[config.mk]
export PLATFORM = sky130hd
export DESIGN_NAME = foreground_bounding_box_center
export DESIGN_NICKNAME = d
export VERILOG_FILES = /design/src/sv/fbbc_pkg.sv /design/src/sv/fbbc_input.sv /design/src/sv/fbbc_track.sv /design/src/sv/fbbc_out.sv /design/src/sv/foreground_bounding_box_center.sv
export SDC_FILE = /design/constraint.sdc
export NUM_CORES = 1
export LEC_CHECK = 0
export BUFFER_PORTS_ARGS = -buffer_cell sky130_fd_sc_hd__buf_2
export CAP_MARGIN = 20
export CORE_ASPECT_RATIO = 1.2
export CORE_MARGIN = 2
export CORE_UTILIZATION = 55
export DETAILED_ROUTE_END_ITERATION = 6
export PLACE_DENSITY = 0.77
export SETUP_SLACK_MARGIN = 0.05
export SYNTH_ARGS = -nofsm -noshare
export SYNTH_HDL_FRONTEND = slang
export SYNTH_SLANG_ARGS = --single-unit
export TNS_END_PERCENT = 5
[constraint.sdc]
create_clock -name clk -period 4.4 [get_ports clk]
set_input_delay 0.44 -clock clk [delete_from_list [all_inputs] [get_ports clk]]
set_output_delay 0.44 -clock clk [all_outputs]
set_load 0.01 [all_outputs]
[src/sv/fbbc_pkg.sv]
// fbbc_pkg: shared widths, register indexes, reset values, types and a helper for
// the foreground bounding box center block.
// No dependencies.
package fbbc_pkg;

	localparam int MAX_DIM     = 4096;
	localparam int DIM_W       = 13;
	localparam int CNT_W       = 12;
	localparam int CH_W        = 8;
	localparam int OUT_W       = 12;
	localparam int IN_TDATA_W  = 4 * CH_W;
	localparam int OUT_TDATA_W = 2 * OUT_W;
	localparam int CFG_IDX_W   = 2;

	// register indexes of the configuration port
	localparam logic [CFG_IDX_W-1:0] REG_WIDTH  = 2'd0;
	localparam logic [CFG_IDX_W-1:0] REG_HEIGHT = 2'd1;

	localparam logic [DIM_W-1:0] WIDTH_RESET  = 13'd640;
	localparam logic [DIM_W-1:0] HEIGHT_RESET = 13'd480;

	// one result word: center_x in the low bits
	typedef struct packed {
		logic [OUT_W-1:0] center_y;
		logic [OUT_W-1:0] center_x;
	} result_t;

	// tracker control seen by the input stage
	typedef struct packed {
		logic adv;   // stage 1 word consumed this cycle
		logic last;  // stage 1 word is the last pixel of the frame
	} trk_ctl_t;

	// zero acts as one, anything above MAX_DIM acts as MAX_DIM
	function automatic logic [DIM_W-1:0] clamp_dim(input logic [DIM_W-1:0] v);
		logic [DIM_W-1:0] r;
		r = v;
		if (v == '0) begin
			r = DIM_W'(1);
		end else if (v > DIM_W'(MAX_DIM)) begin
			r = DIM_W'(MAX_DIM);
		end
		return r;
	endfunction

endpackage

[src/sv/fbbc_input.sv]
// fbbc_input: input register stage; takes a pixel word and keeps its
// foreground flag. Depends on fbbc_pkg.
module fbbc_input (
	input  logic                              clk,
	input  logic                              arst_n,
	input  logic                              s_axis_tvalid,
	output logic                              s_axis_tready,
	input  logic [fbbc_pkg::IN_TDATA_W-1:0]   s_axis_tdata, // red, green, blue, alpha
	input  fbbc_pkg::trk_ctl_t                ctl,
	output logic                              valid_s1,
	output logic                              fg_s1
);

	logic fg;

	// foreground unless all four channels are zero
	assign fg = (s_axis_tdata != '0);

	assign s_axis_tready = !valid_s1 || ctl.adv;

	// stage 1 valid
	always_ff @(posedge clk or negedge arst_n) begin
		if (!arst_n) begin
			valid_s1 <= 1'b0;
		end else if (s_axis_tready) begin
			valid_s1 <= s_axis_tvalid;
		end
	end

	// stage 1 payload
	always_ff @(posedge clk) begin
		if (s_axis_tready && s_axis_tvalid) begin
			fg_s1 <= fg;
		end
	end

endmodule

[src/sv/fbbc_track.sv]
// fbbc_track: configuration registers, column/row counters and the running
// foreground extremes; forms the centers on the last pixel. Depends on fbbc_pkg.
module fbbc_track (
	input  logic                               clk,
	input  logic                               arst_n,
	input  logic                               cfg_wen,
	input  logic [fbbc_pkg::CFG_IDX_W-1:0]     cfg_index,
	input  logic [fbbc_pkg::DIM_W-1:0]         cfg_data,
	input  logic                               valid_s1,
	input  logic                               fg_s1,
	input  logic                               out_free,
	output fbbc_pkg::trk_ctl_t                 ctl,
	output logic                               res_load,
	output fbbc_pkg::result_t                  res
);

	logic [fbbc_pkg::DIM_W-1:0] width_q, height_q, w, h;
	logic [fbbc_pkg::CNT_W-1:0] col_q, row_q;
	logic [fbbc_pkg::DIM_W-1:0] lc_q, lr_q, lc_n, lr_n;
	logic [fbbc_pkg::CNT_W-1:0] gc_q, gr_q, gc_n, gr_n;
	logic [fbbc_pkg::DIM_W-1:0] col_x, row_x;
	logic                       col_last, row_last, last, adv;
	logic [fbbc_pkg::DIM_W:0]   sum_x, sum_y;
	logic                       restart;
	logic [fbbc_pkg::DIM_W-1:0] rs_w, rs_h;

	assign w     = fbbc_pkg::clamp_dim(width_q);
	assign h     = fbbc_pkg::clamp_dim(height_q);
	assign col_x = {1'b0, col_q};
	assign row_x = {1'b0, row_q};

	// end of row / end of frame
	assign col_last = (col_x + 13'd1) >= w;
	assign row_last = (row_x + 13'd1) >= h;
	assign last     = col_last && row_last;
	assign adv      = valid_s1 && (!last || out_free);

	assign ctl.adv  = adv;
	assign ctl.last = last;
	assign res_load = adv && last;

	// extremes including the current pixel
	always_comb begin
		lc_n = lc_q;
		gc_n = gc_q;
		lr_n = lr_q;
		gr_n = gr_q;
		if (fg_s1) begin
			if (col_x < lc_q) lc_n = col_x;
			if (col_q > gc_q) gc_n = col_q;
			if (row_x < lr_q) lr_n = row_x;
			if (row_q > gr_q) gr_n = row_q;
		end
	end

	// truncated midpoints, masked to the output width
	assign sum_x        = {1'b0, lc_n} + {2'b00, gc_n};
	assign sum_y        = {1'b0, lr_n} + {2'b00, gr_n};
	assign res.center_x = sum_x[fbbc_pkg::OUT_W:1];
	assign res.center_y = sum_y[fbbc_pkg::OUT_W:1];

	// a width or height write restarts the frame with the new dimensions
	always_comb begin
		restart = 1'b0;
		rs_w    = w;
		rs_h    = h;
		if (cfg_wen) begin
			case (cfg_index)
				fbbc_pkg::REG_WIDTH: begin
					restart = 1'b1;
					rs_w    = fbbc_pkg::clamp_dim(cfg_data);
				end
				fbbc_pkg::REG_HEIGHT: begin
					restart = 1'b1;
					rs_h    = fbbc_pkg::clamp_dim(cfg_data);
				end
				default: restart = 1'b0;
			endcase
		end
	end

	// configuration registers
	always_ff @(posedge clk or negedge arst_n) begin
		if (!arst_n) begin
			width_q  <= fbbc_pkg::WIDTH_RESET;
			height_q <= fbbc_pkg::HEIGHT_RESET;
		end else if (cfg_wen) begin
			case (cfg_index)
				fbbc_pkg::REG_WIDTH:  width_q  <= cfg_data;
				fbbc_pkg::REG_HEIGHT: height_q <= cfg_data;
				default: ;
			endcase
		end
	end

	// counters and extremes
	always_ff @(posedge clk or negedge arst_n) begin
		if (!arst_n) begin
			col_q <= '0;
			row_q <= '0;
			lc_q  <= fbbc_pkg::WIDTH_RESET;
			gc_q  <= '0;
			lr_q  <= fbbc_pkg::HEIGHT_RESET;
			gr_q  <= '0;
		end else if (restart || res_load) begin
			col_q <= '0;
			row_q <= '0;
			lc_q  <= rs_w;
			gc_q  <= '0;
			lr_q  <= rs_h;
			gr_q  <= '0;
		end else if (adv) begin
			lc_q <= lc_n;
			gc_q <= gc_n;
			lr_q <= lr_n;
			gr_q <= gr_n;
			if (col_last) begin
				col_q <= '0;
				row_q <= row_q + 12'd1;
			end else begin
				col_q <= col_q + 12'd1;
			end
		end
	end

endmodule

[src/sv/fbbc_out.sv]
// fbbc_out: output register holding one result word until it is taken.
// Depends on fbbc_pkg.
module fbbc_out (
	input  logic                               clk,
	input  logic                               arst_n,
	input  logic                               res_load,
	input  fbbc_pkg::result_t                  res,
	output logic                               out_free,
	output logic                               m_axis_tvalid,
	input  logic                               m_axis_tready,
	output logic [fbbc_pkg::OUT_TDATA_W-1:0]   m_axis_tdata // center_x, center_y
);

	fbbc_pkg::result_t res_q;

	assign out_free     = !m_axis_tvalid || m_axis_tready;
	assign m_axis_tdata = res_q;

	// valid flag
	always_ff @(posedge clk or negedge arst_n) begin
		if (!arst_n) begin
			m_axis_tvalid <= 1'b0;
		end else if (out_free) begin
			m_axis_tvalid <= res_load;
		end
	end

	// result word
	always_ff @(posedge clk) begin
		if (res_load) begin
			res_q <= res;
		end
	end

endmodule

[src/sv/foreground_bounding_box_center.sv]
// foreground_bounding_box_center: top level; input stage, tracker and output
// register. Depends on fbbc_pkg, fbbc_input, fbbc_track, fbbc_out.
//
//  channel   dir  fields (low bit first)                  accepted when
//  s_axis    in   red, green, blue, alpha (8 b each)      tvalid & tready
//  m_axis    out  center_x, center_y (12 b each)          tvalid & tready
//  cfg       in   cfg_index 0 width, 1 height (13 b)      cfg_wen
//
// One pixel per cycle unless a frame end waits; words pass the input register,
// and the frame result shows on m_axis the cycle after the last pixel is tracked.
// The counter/extreme update is the single stage; nothing iterates.
// arst_n clears valids and counters and loads width 640, height 480.
// A stalled result blocks only a frame-end pixel; earlier pixels keep flowing.
module foreground_bounding_box_center (
	input  logic                               clk,
	input  logic                               arst_n,
	input  logic                               s_axis_tvalid,
	output logic                               s_axis_tready,
	input  logic [fbbc_pkg::IN_TDATA_W-1:0]    s_axis_tdata,  // red, green, blue, alpha
	output logic                               m_axis_tvalid,
	input  logic                               m_axis_tready,
	output logic [fbbc_pkg::OUT_TDATA_W-1:0]   m_axis_tdata,  // center_x, center_y
	input  logic                               cfg_wen,
	input  logic [fbbc_pkg::CFG_IDX_W-1:0]     cfg_index,
	input  logic [fbbc_pkg::DIM_W-1:0]         cfg_data
);

	fbbc_pkg::trk_ctl_t ctl;
	fbbc_pkg::result_t  res;
	logic               valid_s1, fg_s1, out_free, res_load;

	fbbc_input u_input (
		.clk           (clk),
		.arst_n        (arst_n),
		.s_axis_tvalid (s_axis_tvalid),
		.s_axis_tready (s_axis_tready),
		.s_axis_tdata  (s_axis_tdata),
		.ctl           (ctl),
		.valid_s1      (valid_s1),
		.fg_s1         (fg_s1)
	);

	fbbc_track u_track (
		.clk       (clk),
		.arst_n    (arst_n),
		.cfg_wen   (cfg_wen),
		.cfg_index (cfg_index),
		.cfg_data  (cfg_data),
		.valid_s1  (valid_s1),
		.fg_s1     (fg_s1),
		.out_free  (out_free),
		.ctl       (ctl),
		.res_load  (res_load),
		.res       (res)
	);

	fbbc_out u_out (
		.clk           (clk),
		.arst_n        (arst_n),
		.res_load      (res_load),
		.res           (res),
		.out_free      (out_free),
		.m_axis_tvalid (m_axis_tvalid),
		.m_axis_tready (m_axis_tready),
		.m_axis_tdata  (m_axis_tdata)
	);

	// no result is loaded over one that is still waiting
	a_no_overwrite: assert property (@(posedge clk) disable iff (!arst_n)
		!(res_load && m_axis_tvalid && !m_axis_tready))
		else $error("result loaded over a stalled word");

	// input stalls only while stage 1 holds a word
	a_stall_cause: assert property (@(posedge clk) disable iff (!arst_n)
		!s_axis_tready |-> valid_s1)
		else $error("input stalled with empty stage 1");

	// a new output word always comes from a frame end
	a_out_source: assert property (@(posedge clk) disable iff (!arst_n)
		$rose(m_axis_tvalid) |-> $past(res_load))
		else $error("output valid without a frame end");

	// a frame end consumes a stage 1 word
	a_load_valid: assert property (@(posedge clk) disable iff (!arst_n)
		res_load |-> (valid_s1 && ctl.last && ctl.adv))
		else $error("result load without a last pixel");

endmodule

# Word level (Yosys, flattened, before mapping)
# Index checks and enable logic that the tools add are counted.
# Widths: inputs -> output; s select.
dict set report classes {
  multipliers 0
  div 0
  n_shift 0
  magnitude_cmp 9
  n_bitwise 0
  eq_ne 1
  addsub 6
  mux 34
  reduce_logical 22
}
# op n
set ops {}
lappend ops {{$mux 13} 18}
lappend ops {{$mux 12} 14}
lappend ops {{$gt 13x13->1 const B} 3}
lappend ops {{$logic_not 13->1} 3}
lappend ops {{$reduce_bool 32->1} 1}
lappend ops {{$add 12x1->13 const B} 2}
lappend ops {{$add 13x12->13} 2}
lappend ops {{$ge 13x13->1} 2}
lappend ops {{$lt 12x13->1} 2}
lappend ops {{$add 12x1->12 const B} 2}
lappend ops {{$gt 12x12->1} 2}
lappend ops {{$reduce_and 2->1} 3}
lappend ops {{$logic_and 1x1->1} 4}
lappend ops {{$logic_or 1x1->1} 4}
lappend ops {{$reduce_bool 2->1} 2}
lappend ops {{$logic_not 1->1} 3}
lappend ops {{$eq 2x1->1 const B} 1}
lappend ops {{$logic_not 2->1} 1}
lappend ops {{$mux 1} 2}
lappend ops {{$reduce_or 2->1} 1}
dict set report totals {
  latch_bits 0
  inputBits 52
  ram_bits 0
  mem_count 0
  elab_cells 85
  rom_bits 0
  register_bits 127
}

# Logic depth before layout (Yosys ltp)
dict set report depth {
  ltp_word 12
  depth_mapped 20
}

# By module
# Synthesis repeated with hierarchy kept, for this count alone.
dict set report hier_totals {
  cells_unflattened 965
  hier_area_um2 9206.3
}
# mod area_each_um2 cells_per_inst instances
set by_module_without_submodules {}
lappend by_module_without_submodules {fbbc_track 8289.2 922 1}
lappend by_module_without_submodules {fbbc_out 768.2 27 1}
lappend by_module_without_submodules {fbbc_input 148.9 16 1}

# Worst setup path after synthesis
# Ideal clock, no wire load.
dict set report synth_path {
  path_kind {register -> register}
  startpoint {register u_track.row_q[0] (netlist name)}
  endpoint {register u_track.lr_q[0] (netlist name)}
  t_arrival_ns 4.642
  stages_incl_launch_ff 17
  setup_time_ns 0.134
  setup_slack_ns -0.375
  required_ns 4.266
  cell_sequence {dfrtp_1 -> ha_1 -> and3_1 -> and3_1 -> and3_1 -> nand3_1 -> xnor2_1 -> ha_1 -> a21o_1 -> a21o_1 -> a21oi_1 -> o21ai_1 -> a21oi_2 -> nor4_2 -> nor2_1 -> a21oi_1 -> o22ai_1}
}
dict set report synth_between {
  elab_chain_len 9
  word_cells_on_any_way 14
  classes_between {add/sub: 1; order compare: 2; mux: 4; reduce/logical: 7}
}
# element line_no
set synth_rtl {}
lappend synth_rtl {{from (decl)} fbbc_track.sv:18} ;# logic [fbbc_pkg::CNT_W-1:0] col_q, row_q;
lappend synth_rtl {{from (signal assigned)} fbbc_track.sv:119} ;# row_q <= row_q + 12'd1;
lappend synth_rtl {{$add 12x1->13 *} fbbc_track.sv:34} ;# assign row_last = (row_x + 13'd1) >= h;
lappend synth_rtl {{$ge 13x13->1 *} fbbc_track.sv:34}
lappend synth_rtl {{$logic_and 1x1->1 *} fbbc_track.sv:35} ;# assign last = col_last && row_last;
lappend synth_rtl {{$logic_not 1->1} fbbc_track.sv:36} ;# assign adv = valid_s1 && (!last || out_free);
lappend synth_rtl {{$logic_or 1x1->1} fbbc_track.sv:36}
lappend synth_rtl {{$logic_and 1x1->1} fbbc_track.sv:36}
lappend synth_rtl {{$logic_and 1x1->1 *} fbbc_track.sv:40} ;# assign res_load = adv && last;
lappend synth_rtl {{named net res_load} foreground_bounding_box_center.sv:30} ;# logic valid_s1, fg_s1, out_free, res_load;
lappend synth_rtl {{$logic_or 1x1->1 *} fbbc_track.sv:105} ;# end else if (restart || res_load) begin
lappend synth_rtl {{$mux 13 / $reduce_bool 2->1 (equally long branches)} --}
lappend synth_rtl {{to (signal assigned)} fbbc_track.sv:103} ;# lr_q <= fbbc_pkg::HEIGHT_RESET;
lappend synth_rtl {{to (signal assigned)} fbbc_track.sv:110} ;# lr_q <= rs_h;
lappend synth_rtl {{to (signal assigned)} fbbc_track.sv:115} ;# lr_q <= lr_n;
lappend synth_rtl {{to (decl)} fbbc_track.sv:19} ;# logic [fbbc_pkg::DIM_W-1:0] lc_q, lr_q, lc_n, lr_n;
# The timed path passes the listed nets; every way through them passes the cells marked *. The select of a mux whose other input is x is not followed.
# A chain may end at the register's enable or synchronous reset.

==> flow_metrics.tcl <==
set metrics [dict create \
    status "completed" \
    slew_headroom_pct 38.62 \
    clk_latency_ns 0.43 \
    arrival_ns 4.55 \
    stdcell_area_mm2 0.01065 \
    setup_slack_ns 0.1376 \
    row_count 51 \
    top_usage_layer "met2" \
    cts_root_buf "clkbuf_16" \
    worst-slew-pin-transition_ns 0.9208 \
    grt_max_degree 70 \
    cts_tree "done" \
    synth.top_cell.area_share_pct 24.50 \
    fin_crit_sh_pct 96.87 \
    synth_top_area_cell "dfrtp_1" \
    crit_type "reg2reg" \
    power_leakage_uw 0.004993 \
    dieArea_mm2 0.01777 \
    power_density_mw_per_mm2 438.1 \
    worstRegToRegCells 16 \
    via_count 8171 \
    avgSynthCellArea_um2 9.085 \
    required_ns 4.69 \
    syn_area_mm2 0.009194 \
    finalWirelength_um 24670 \
    die_w_um 122.0 \
    worst_clock_skew_ns 0.009543 \
    ios 78 \
    r2r_slack_ns 0.14 \
    layout_min_cycle_time_ns 4.262 \
    area_growth_pct 15.88 \
    hp-class "in2async" \
    synth.net_count 1162 \
    netlist_instances 1012 \
    hold_violations 0 \
    final_nets 1251 \
    first_global_vias 7996 \
    clockBufferDepth 2 \
    rsz0062_at_grt "yes" \
    grt_usage_pct 28.11 \
    dp.cells 1291 \
    yosysSeqAreaShare_pct 36.09 \
    synth_edf_count 25 \
    synth_common_cells "108 x o21ai_0, 96 x ha_1, 92 x nand2_1" \
    drcViolationCount 0 \
    synth_warnings 0 \
    grt_util_met3_pct 4.898 \
    h-tree-depth 4 \
    setup_violations 0 \
    place_area_mm2 0.009966 \
    place_ws_ns 0.1739 \
    worstSetupStartpointType "register" \
    cp_max_fo 10 \
    io_buffers 77 \
    slew_violations 0 \
    r2r-end "u_out.m_axis_tdata[23]$_DFFE_PP_" \
    ys_async_sr_fraction_pct 80.31 \
    globalplace.congestion 0.8622 \
    grt_pass1_wl_um 39210 \
    via_per_inst 6.162 \
    initial_utilization_pct 56.50 \
    synth-main-ff-cell "dfrtp_1" \
    crit_start "u_track.row_q[2]$_DFFE_PN0P_" \
    num_antenna_cells 0 \
    ys_ff_latch 127 \
    drt_iter0_drc 784 \
    final_cells 1326 \
    path_clk_slew_ns 0.06 \
    antenna_found_initial 0 \
    cap_violations 0 \
    die_h_um 145.6 \
    use_met2_pct 48.30 \
    end_kind "register" \
    synth_most_common_cell "o21ai_0" \
    finalPower_uw 4667 \
    dp_hpwl_um 18040 \
    synth_area_leaders "dfrtp_1 24%, ha_1 13%, edfxtp_1 8.2%" \
    clock_sinks 127 \
    use_met1_pct 32.23 \
    fmax_mhz 234.6 \
    holdBufCountCts 0 \
    r2r_start "u_track.row_q[2]$_DFFE_PN0P_" \
    ant_nets 0 \
    wl_per_cell_um 18.61 \
    firstDrtPassIters 5 \
    core_area_mm2 0.01627 \
    grt_overflow 0 \
    drive_above_1_share_pct 19.48 \
    crit_end "u_out.m_axis_tdata[23]$_DFFE_PP_" \
    ys_types 65 \
    vdd_drop_max_v 0.0003422 \
    cts_buffers 17 \
]
==> worst min path at each step <==
stage | endpoint | depth (start not counted)
after global routing | u_track.lr_q[10]$_DFFE_PN0P_ | 1
after floorplan | u_input.valid_s1$_DFFE_PN0P_ | 0
final | u_track.gr_q[8]$_DFFE_PN0P_ | 1
after detailed placement | u_track.gr_q[10]$_DFFE_PN0P_ | 1
after global placement | u_track.gc_q[6]$_DFFE_PN0P_ | 1
after CTS | u_track.lr_q[11]$_DFFE_PN0P_ | 1
==> timing repair <==
item	4_1_cts	5_1_grt
endpoints found under the setup margin	0	28
gates resized for setup	0	12
setup buffers	0	1
==> flip-flops by register name, summed over array words and instances (netlist names) <==
| name | count |
|---|---|
| u_out.m_axis_tdata | 24 |
| u_track.height_q | 13 |
| u_track.lc_q | 13 |
| u_track.lr_q | 13 |
| u_track.width_q | 13 |
| u_track.col_q | 12 |
| u_track.gc_q | 12 |
| u_track.gr_q | 12 |
| u_track.row_q | 12 |
| u_input.fg_s1 | 1 |
| u_input.valid_s1 | 1 |
| u_out.m_axis_tvalid | 1 |
==> layer usage <==
metal / part of all wire [%] / vias up / wire length [um]
li1: - / 3881 / -
met1: 39 / 3943 / 9532
met2: 52 / 264 / 12790
met3: 4.0 / 83 / 984
met4: 5.6 / 0 / 1370
met5: 0 / - / 0
==> per-stage QoR <==
step | utilization, % | hold WS [ns] | setup TNS (ns)
2_1_floorplan | - | 0.1444 | 0
3_3_place_gp | 61.25 | 0.4887 | 0
3_5_place_dp | 61.25 | 0.4919 | 0
4_1_cts | 65.04 | 0.1734 | 0
5_1_grt | 65.47 | 0.2127 | -0.1635
6_report | 65.47 | 0.1516 | 0
==> power breakdown <==
part / internal, uW / leakage (uW) / switching, uW
registers: 1360 / 0.00155 / 112
clock network: 954 / 0.000307 / 521
logic: 679 / 0.00314 / 1040
==> area by class of cell <==
type                    count  area [um^2]
multi-input cells         754         5414
well taps                 212        265.3
flip-flops and latches    127         3318
fillers                  1344         5618
clock buffers              28        546.8
repair buffers            118        728.2
inverters                  83        311.5
clock inverters             4        70.07
==> cell families after synthesis <==
family | count (synthesis) | synth area share, %
and+or+nand+nor | 286 | 15.34
DFF | 127 | 36.09
muxes | 30 | 3.661
adders and majority gates | 98 | 13.50
buffers and inverters | 132 | 5.757
AOI/OAI and AO/OA | 304 | 22.32
xor gates and xnor gates | 35 | 3.334
==> worst max-delay path: stages (launching register included) <==
cell      delay, ns
dfrtp_1        0.50
ha_1           0.35
nand2_1        0.05
o21ai_1        0.12
a31oi_1        0.14
o31ai_4        0.45
mux2_2         0.43
ha_1           0.35
nor2b_1        0.16
o21ai_1        0.14
a21oi_1        0.10
o21ai_0        0.30
a21boi_2       0.13
o21ai_0        0.24
a21oi_1        0.14
or4_1          0.41
nand3_1        0.11
==> cell usage in the layout, fill, tap and decap left out, drive strengths merged, types with 11 or more instances in the layout <==
| master | n |
|---|---|
| nand3 | 37 |
| nand2 | 92 |
| ha | 96 |
| a21oi | 50 |
| dfstp | 12 |
| buf | 118 |
| a22o | 21 |
| nor2b | 11 |
| and3 | 18 |
| inv | 83 |
| dfrtp | 90 |
| nand2b | 17 |
| o21ai | 119 |
| clkbuf | 28 |
| o311ai | 12 |
| xor2 | 14 |
| nor4 | 15 |
| or4 | 11 |
| o211ai | 37 |
| mux2 | 29 |
| nand4 | 17 |
| nor3 | 14 |
| a21o | 24 |
| edfxtp | 25 |
| xnor2 | 21 |
| nor2 | 44 |
Note: power is estimated with default switching activity, not from simulation.
